==> config.mk <==
export PLATFORM = sky130hd
export DESIGN_NAME = lsc_ram
export DESIGN_NICKNAME = d
export VERILOG_FILES = /design/src/sv/lsc_ram.sv
export SDC_FILE = /design/constraint.sdc
export NUM_CORES = 1
export LEC_CHECK = 0
export BUFFER_PORTS_ARGS = -buffer_cell sky130_fd_sc_hd__buf_4
export CAP_MARGIN = 30
export CORE_MARGIN = 2
export CORE_UTILIZATION = 63
export CTS_CLUSTER_DIAMETER = 50
export DETAILED_ROUTE_END_ITERATION = 10
export PLACE_DENSITY = 0.9
export RECOVER_POWER = 25
export REMOVE_ABC_BUFFERS = 1
export SKIP_CTS_REPAIR_TIMING = 1
export SLEW_MARGIN = 20
export SYNTH_ARGS = -nofsm -noshare
export SYNTH_HDL_FRONTEND = slang
export SYNTH_SLANG_ARGS = --single-unit
==> constraint.sdc <==
create_clock -name clk -period 4 [get_ports clk]
set_clock_uncertainty 0.1 [all_clocks]
set_input_delay 0.8 -clock clk [delete_from_list [all_inputs] [get_ports clk]]
set_output_delay 0.8 -clock clk [all_outputs]
set_load 0.01 [all_outputs]
==> src/sv/lsc_ram.sv <==
module lsc_ram #(
  parameter int WIDTH = 8,
  parameter int DEPTH = 32
) (
  input  logic                     clk,
  input  logic                     we,
  input  logic [$clog2(DEPTH)-1:0] waddr,
  input  logic [WIDTH-1:0]         wdata,
  input  logic [$clog2(DEPTH)-1:0] raddr,
  output logic [WIDTH-1:0]         rdata
);

  logic [WIDTH-1:0] mem [DEPTH];

  always_ff @(posedge clk) begin
    if (we) begin
      mem[waddr] <= wdata;
    end
    rdata <= mem[raddr];
  end

endmodule

Word level (Yosys, flattened, before mapping)
Memory sizes are Yosys's and may differ from the RTL's. A register that Yosys moved wholly into a read port is not among the register bits.
Cells that the tools add are included.
Word-level totals
  memories: 1
  memory bits (writable): 256
  bits in registers: 0
  bits of input ports: 20
  logic and storage cells: 3
  output and inout port bits: 8
Memories
  mem: depth 32, bits a word 8, read ports 1, clocked after memory_dff 1, wr ports 1, RTL line 13  | logic [WIDTH-1:0] mem [DEPTH];
Operators by class
  multiplexer cells: 2
Operator list (number)
  $mux W1: 2

Depth between registers and ports, before layout
Gate-level depths: netlist of the first run.
  word-level depth: 2
  mapped depth: 5
  mapped depth without buffers: 3

Least setup slack after synthesis of the first run
Ideal clock, no wire load.
  path type: input-to-reg
  from: in raddr[2]
  to: reg rdata[0] (read register of mem)
  arrival: 2482 ps
  path buffers: 2
  stages on the path: 5
  required time: 3779 ps
  slack: 1298 ps
  library setup time: 121 ps
  path through: clkbuf_1 > clkbuf_1 > mux4_2 > mux4_2 > mux2_2
RTL lines
  start: declaration: RTL line 9  | input logic [$clog2(DEPTH)-1:0] raddr,
  end: declaration: RTL line 10  | output logic [WIDTH-1:0] rdata

==> flow_summary_export.csv, run 1 <==
group,metric,value,unit
sta,slew_headroom,-0.02296,
setup_path,path_cells,"buf_4 > buf_12 > mux4_2 > mux4_2 > mux2_2",
place,hpwl,11750,um
routing,drc_errors,0,
routing,via_count,4628,
clocking,cts_root_buffer,"clkbuf_16",
routing,viasPerCell,6.727,
yosys,synth_edf_count,256,
clocking,ctsHtreeMaxLevel,1,
setup_path,worst-r2r-cell-count,3,
sta,worst_slew_pin_slew,1534,ps
setup_path,crit_required,4290,ps
yosys,syn_area,10050,um^2
worst_hold_path,min_to,"rdata[0]$_DFF_P_",
sta,slew_viol_final,33,
floorplan,num_rows,46,
finish,fin_nets,473,
sta,rsz0062_at_grt,"false",
floorplan,coreArea,15710,um^2
sta,hold_viol,0,
place,place.gp.congestion,0.7853,
routing,drt_first_pass_iters,5,
routing,route.detailed.wl_per_inst,30.38,um
sta,setup_violations,0,
yosys,syn_area_per_cell,24.11,um^2
setup_path,rr_startpoint,"mem[24][3]$_DFFE_PP_",
setup_path,cp-start-kind,"primary input",
setup_path,cp-end-kind,"flip-flop",
sta,fin_crit_sh,0.6678,
grt,first_global_vias,4672,
pwr,p_leak,3.467,nW
yosys,yosys_register_bits,264,
yosys,yosysTopAreaCell,"edfxtp_1",
grt,grt_max_degree,65,
grt,grt_antenna_before_repair,1,
sta,max_freq,0.3744,GHz
yosys,synthTopCellsByCount,"edfxtp_1, mux4_2, nor2_1",
pwr,powerDensity,501.1,nW/um^2
grt,grt_overflow,0,
finish,area_growth,11.31,%
setup_path,cpMostUsedCell,"mux4_2",
clocking,clk_path_buf_depth,3,
floorplan,die_x,130.3,um
sta,holdWs,549.6,ps
pwr,vdd_ir_drop_max,0.3221,mV
setup_path,path_max_fanout,35,
grt,grt_util_all_layers,0.2598,
yosys,synthCells,417,
yosys,synth_area_leaders,"edfxtp_1, mux4_2, dfxtp_1",
clocking,cts.reportedPaths.clkPinSlew,60,ps
setup_path,cp.arrival,2960,ps
worst_hold_path,holdPathStages,2,
outcome,status,"finished with violations",
setup_path,cpMaxStageDelayCell,"mux4_2",
worst_hold_path,hold_path_class,"in2reg",
routing,ant_nets,0,
floorplan,pin_count,28,
clocking,clock_latency,520,ps
setup_path,r2r_slack,2050,ps
sta,fin_crit,2671,ps
grt,grt_pass1_wl,31010,um
yosys,yosysUniqueCellTypes,15,
floorplan,initial_core_util,0.6398,
yosys,synthDominantCellAreaShare,0.7647,
worst_hold_path,hold_start,"raddr[3]",
setup_path,worstSetupPathType,"in2reg",
place,portBuffers,27,
finish,fillCellCount,834,
run,maxCapViolCount,1,
yosys,synth_warnings,0,
clocking,cts_made_buffers,25,
clocking,cts_tree,"built",
clocking,numClockSinks,264,
yosys,synth_ff_type,"edfxtp_1",
sta,tns,0,ps
floorplan,die_h,130.3,um
routing,routed_wl,20900,um
outcome,violations,"max-capacitance violations, max-slew violations",
routing,initialDrtViolationCount,738,
floorplan,dieArea,16980,um^2
setup_path,r2r_end,"rdata[3]$_DFF_P_",
yosys,ys_seq_area_frac,0.7806,
yosys,async_flop_share,0,
yosys,yosys.cell_count.top_type,"edfxtp_1",
finish,drive_gt1_frac,0.3121,
setup_path,slowest_delay,590,ps
layout by cell type, fill, tap and decap left out, drive strengths merged:
cell type,instances
mux2,8
edfxtp,256
nand3,2
nand3b,5
or3b,3
bufinv,2
buf,24
clkinv,13
mux4,80
nand2,1
diode,1
clkbuf,35
or3,1
dfxtp,8
nor2,33
worst max-delay path by stage:
stage | from | to | slack [ps] | cells past startpoint
global placement | raddr[0] | rdata[3]$_DFF_P_ | 860 | 5
global route | raddr[0] | rdata[3]$_DFF_P_ | 1270 | 5
detailed placement | raddr[0] | rdata[3]$_DFF_P_ | 810 | 5
finish | raddr[0] | rdata[3]$_DFF_P_ | 1330 | 5
floorplan | waddr[1] | mem[0][0]$_DFFE_PP_ | 1780 | 2
CTS | raddr[0] | rdata[3]$_DFF_P_ | 1320 | 5
kinds of logic (layout without fill, tap and decap cells):
| family | after synthesis | after routing | synth area share |
|---|---|---|---|
| buffers and inverters | 20 | 74 | 0.01058 |
| DFF | 264 | 264 | 0.7806 |
| muxes | 88 | 88 | 0.1882 |
| other | 0 | 1 | 0 |
| and+or+nand+nor | 45 | 45 | 0.02066 |
power breakdown:
group / internal, mW / leakage (nW) / switching [mW] / total [mW]
clock network: 1.27 / 0.374 / 0.948 / 2.22
registers: 3.08 / 2.37 / 0.0150 / 3.09
logic: 0.131 / 0.719 / 0.166 / 0.298
total: 4.48 / 3.47 / 1.13 / 5.61
metal layers:
layer  track usage  share of wire
met3       0.04838          0.093
met2        0.4084           0.49
met1        0.3900           0.39
met4       0.06831          0.021
met5             0              0
final cells by class:
class | instances | area, um^2 | share of cell area
timing repair buffer | 29 | 211.5 | 0.01890
clock inverter | 15 | 115.1 | 0.01029
tap | 216 | 270.3 | 0.02415
multi-input combinational | 133 | 2100 | 0.1876
clock buffer | 30 | 644.4 | 0.05758
sequential | 264 | 7848 | 0.7013
antenna | 1 | 2.502 | 0.0002236
per-stage QoR:
step / cells / total power, mW / worst slack [ps] / cell area (um^2) / utilization
after floorplan: 397 / 3.276 / 1784 / 9947 / -
after global placement: 642 / 3.421 / 857.5 / 10450 / 0.6649
after detailed placement: 642 / 3.440 / 814.0 / 10450 / 0.6649
after CTS: 687 / 5.632 / 1322 / 11210 / 0.7133
after global routing: 687 / 5.752 / 1273 / 11190 / 0.7121
final: 688 / 5.608 / 1329 / 11190 / 0.7122
sequential cells by signal, indices dropped and copies added, names as in the netlist:
name,flops
mem,256
rdata,8
worst max-delay path, delay by kind of cell:
kind                   cells  cell delay, ps
buffers and inverters      2             690
multiplexers               3            1430
(Power assumes the default switching activity.)
==> inputs of run 2 (changes only) <==
Settings changed: ABC_AREA set to 1, CORE_UTILIZATION 63 to 62, PLACE_DENSITY 0.9 to 0.89.
Clock period 4 ns to 2.7 ns, I/O delays scaled along.
==> run 2 against run 1 <==
The flow still finishes with violations (max-capacitance violations, max-slew violations). Global-route usage up 2.6 points. Final area up 6.3%. Wire length up 25%. Largest power group unchanged. Synthesized cell count up 120%. Critical path depth down 4. Setup slack worse by 510 ps. Sequential power up 48%. Synthesized area up 7.3%.
==> flow_summary_export.csv, run 2 <==
group,metric,value,unit
grt,grt_util_all_layers,0.2858,
clocking,cts.reportedPaths.clkPinSlew,60,ps
setup_path,cp.arrival,1840,ps
setup_path,cpMaxStageDelayCell,"clkbuf_1",
floorplan,num_rows,48,
yosys,synthTopCellsByCount,"nand2_1, edfxtp_1, nand3_1",
grt,grt_pass1_wl,39110,um
outcome,status,"finished with violations",
floorplan,pin_count,28,
sta,fin_crit,1879,ps
routing,drt_first_pass_iters,6,
finish,largestRegisters,"mem: 256 flops, rdata: 8 flops",
clocking,cts_made_buffers,24,
routing,route.detailed.wl_per_inst,21.61,um
run,maxCapViolCount,5,
finish,fillCellCount,1091,
finish,drive_gt1_frac,0.09796,
clocking,numClockSinks,264,
yosys,synthDominantCellAreaShare,0.7127,
setup_path,crit_required,2660,ps
place,hpwl,14980,um
yosys,synthCells,922,
routing,drc_errors,0,
sta,fin_ws,820.8,ps
routing,top_layer,"met4",
outcome,violations,"max-capacitance violations, max-slew violations",
clocking,clk_path_buf_depth,3,
setup_path,cp-start-kind,"primary input",
sta,rsz0062_at_grt,"false",
routing,wl_met2,12670,um
place,pre_cts_ws,616.8,ps
yosys,async_flop_share,0,
pwr,vdd_ir_drop_max,0.4193,mV
floorplan,die_x,135.9,um
yosys,ys_seq_area_frac,0.7275,
yosys,synth_area_leaders,"edfxtp_1, nand2_1, nand3_1",
pwr,finalPower,8.306,mW
yosys,yosysTopAreaCell,"edfxtp_1",
setup_path,crit_buf_inv,1,
finish,fin_nets,983,
floorplan,coreArea,17180,um^2
sta,fin_crit_sh,0.6960,
sta,hold_viol,0,
finish,antenna_cells,0,
setup_path,path_cells,"clkbuf_1",
yosys,synth_ff_type,"edfxtp_1",
grt,grt_antenna_before_repair,0,
finish,largest_reg_flops,256,
routing,via_count,7445,
grt,first_global_vias,7205,
pwr,p_leak,4.459,nW
finish,final_common_cell,"nand2_1",
routing,wl_met1,9283,um
clocking,ctsHtreeMaxLevel,1,
floorplan,initial_core_util,0.6280,
setup_path,worst-r2r-cell-count,8,
worst_hold_path,hold_path_class,"in2reg",
finish,area_growth,10.30,%
sta,max_freq,0.5321,GHz
sta,slew_viol_final,165,
setup_path,cp.depth,1,
setup_path,worstSetupPathType,"in2reg",
grt,grt_max_degree,129,
yosys,syn_area_per_cell,11.70,um^2
setup_path,cp-end-kind,"flip-flop",
yosys,synth_warnings,0,
yosys,synth_edf_count,256,
sta,worst_slew_pin_slew,1818,ps
sta,holdWs,205.8,ps
place,place.gp.congestion,0.9363,
grt,grt_overflow,0,
place,portBuffers,27,
finish,top_register,"mem",
routing,initialDrtViolationCount,1414,
sta,setup_violations,0,
floorplan,dieArea,18470,um^2
clocking,clock_latency,520,ps
setup_path,crit_family,"buffers and inverters",
clocking,cts_tree,"built",
finish,final_cell_mix,"nand2_1, edfxtp_1, nand3_1",
setup_path,path_max_fanout,32,
yosys,yosysUniqueCellTypes,12,
yosys,syn_area,10790,um^2
yosys,yosys.cell_count.top_type,"nand2_1",
routing,ant_nets,0,
yosys,yosys_register_bits,264,
clocking,cts_root_buffer,"clkbuf_16",
routing,routed_wl,26050,um
routing,met3_length,3002,um
worst_hold_path,holdPathStages,3,
sta,slew_headroom,-0.2123,
routing,viasPerCell,6.178,
floorplan,die_h,135.9,um
pwr,powerDensity,698.2,nW/um^2
sta,tns,0,ps
setup_path,slowest_delay,1280,ps
==> run 2: cell count changes in the layout (fill, tap and decap cells not counted), sizes merged, moves of 5 or more <==
cell,before,now
clkbuf,35,42
clkinv,13,7
inv,0,9
buf,24,62
mux4,80,0
nand2,1,360
nand3,2,204
nand3b,5,0
mux2,8,0
==> run 2: layout make-up <==
| cell class | instances | area, um^2 | share of cell area |
|---|---|---|---|
| Sequential cell | 264 | 7848 | 0.6596 |
| Timing Repair Buffer | 67 | 509.2 | 0.04280 |
| Clock buffer | 37 | 700.7 | 0.05889 |
| Inverter | 10 | 38.79 | 0.003260 |
| Tap cell | 225 | 281.5 | 0.02366 |
| Multi-Input combinational cell | 596 | 2492 | 0.2095 |
| Clock inverter | 6 | 27.53 | 0.002314 |
==> run 2: path summary, 6_finish.rpt <==
path / startpoint / to / slack (ps)
max: wdata[6] / mem[19][6]$_DFFE_PP_ / 820
min: raddr[4] / rdata[6]$_DFF_P_ / 210
max reg2reg: mem[4][5]$_DFFE_PP_ / rdata[5]$_DFF_P_ / 1340
min reg2reg: mem[10][0]$_DFFE_PP_ / rdata[0]$_DFF_P_ / 700
==> run 2: stage by stage <==
step,utilization,instance area (um^2),cells
finish,0.6927,11900,1205
global route,0.6927,11900,1205
CTS,0.6938,11920,1205
detailed placement,0.6514,11190,1162
global placement,0.6514,11190,1162
floorplan,-,10380,870
==> run 2: per-layer routing <==
| metal | up-vias | GRT usage |
|---|---|---|
| li1 | 3267 | - |
| met1 | 3472 | 0.3806 |
| met2 | 615 | 0.4649 |
| met3 | 91 | 0.05034 |
| met4 | 0 | 0.1319 |
| met5 | - | 0 |
==> run 2: power by group <==
part / internal [mW] / switching [mW]
sequential: 4.56 / 0.0215
combinational: 0.152 / 0.415
clock: 1.78 / 1.38
total: 6.49 / 1.82
==> run 2: cell families (layout without fill, tap and decap cells) <==
logic type / Yosys count / after routing / share of synthesized area
buf+inv: 62 / 120 / 0.04141
flops: 264 / 264 / 0.7275
simple gates: 596 / 596 / 0.2311
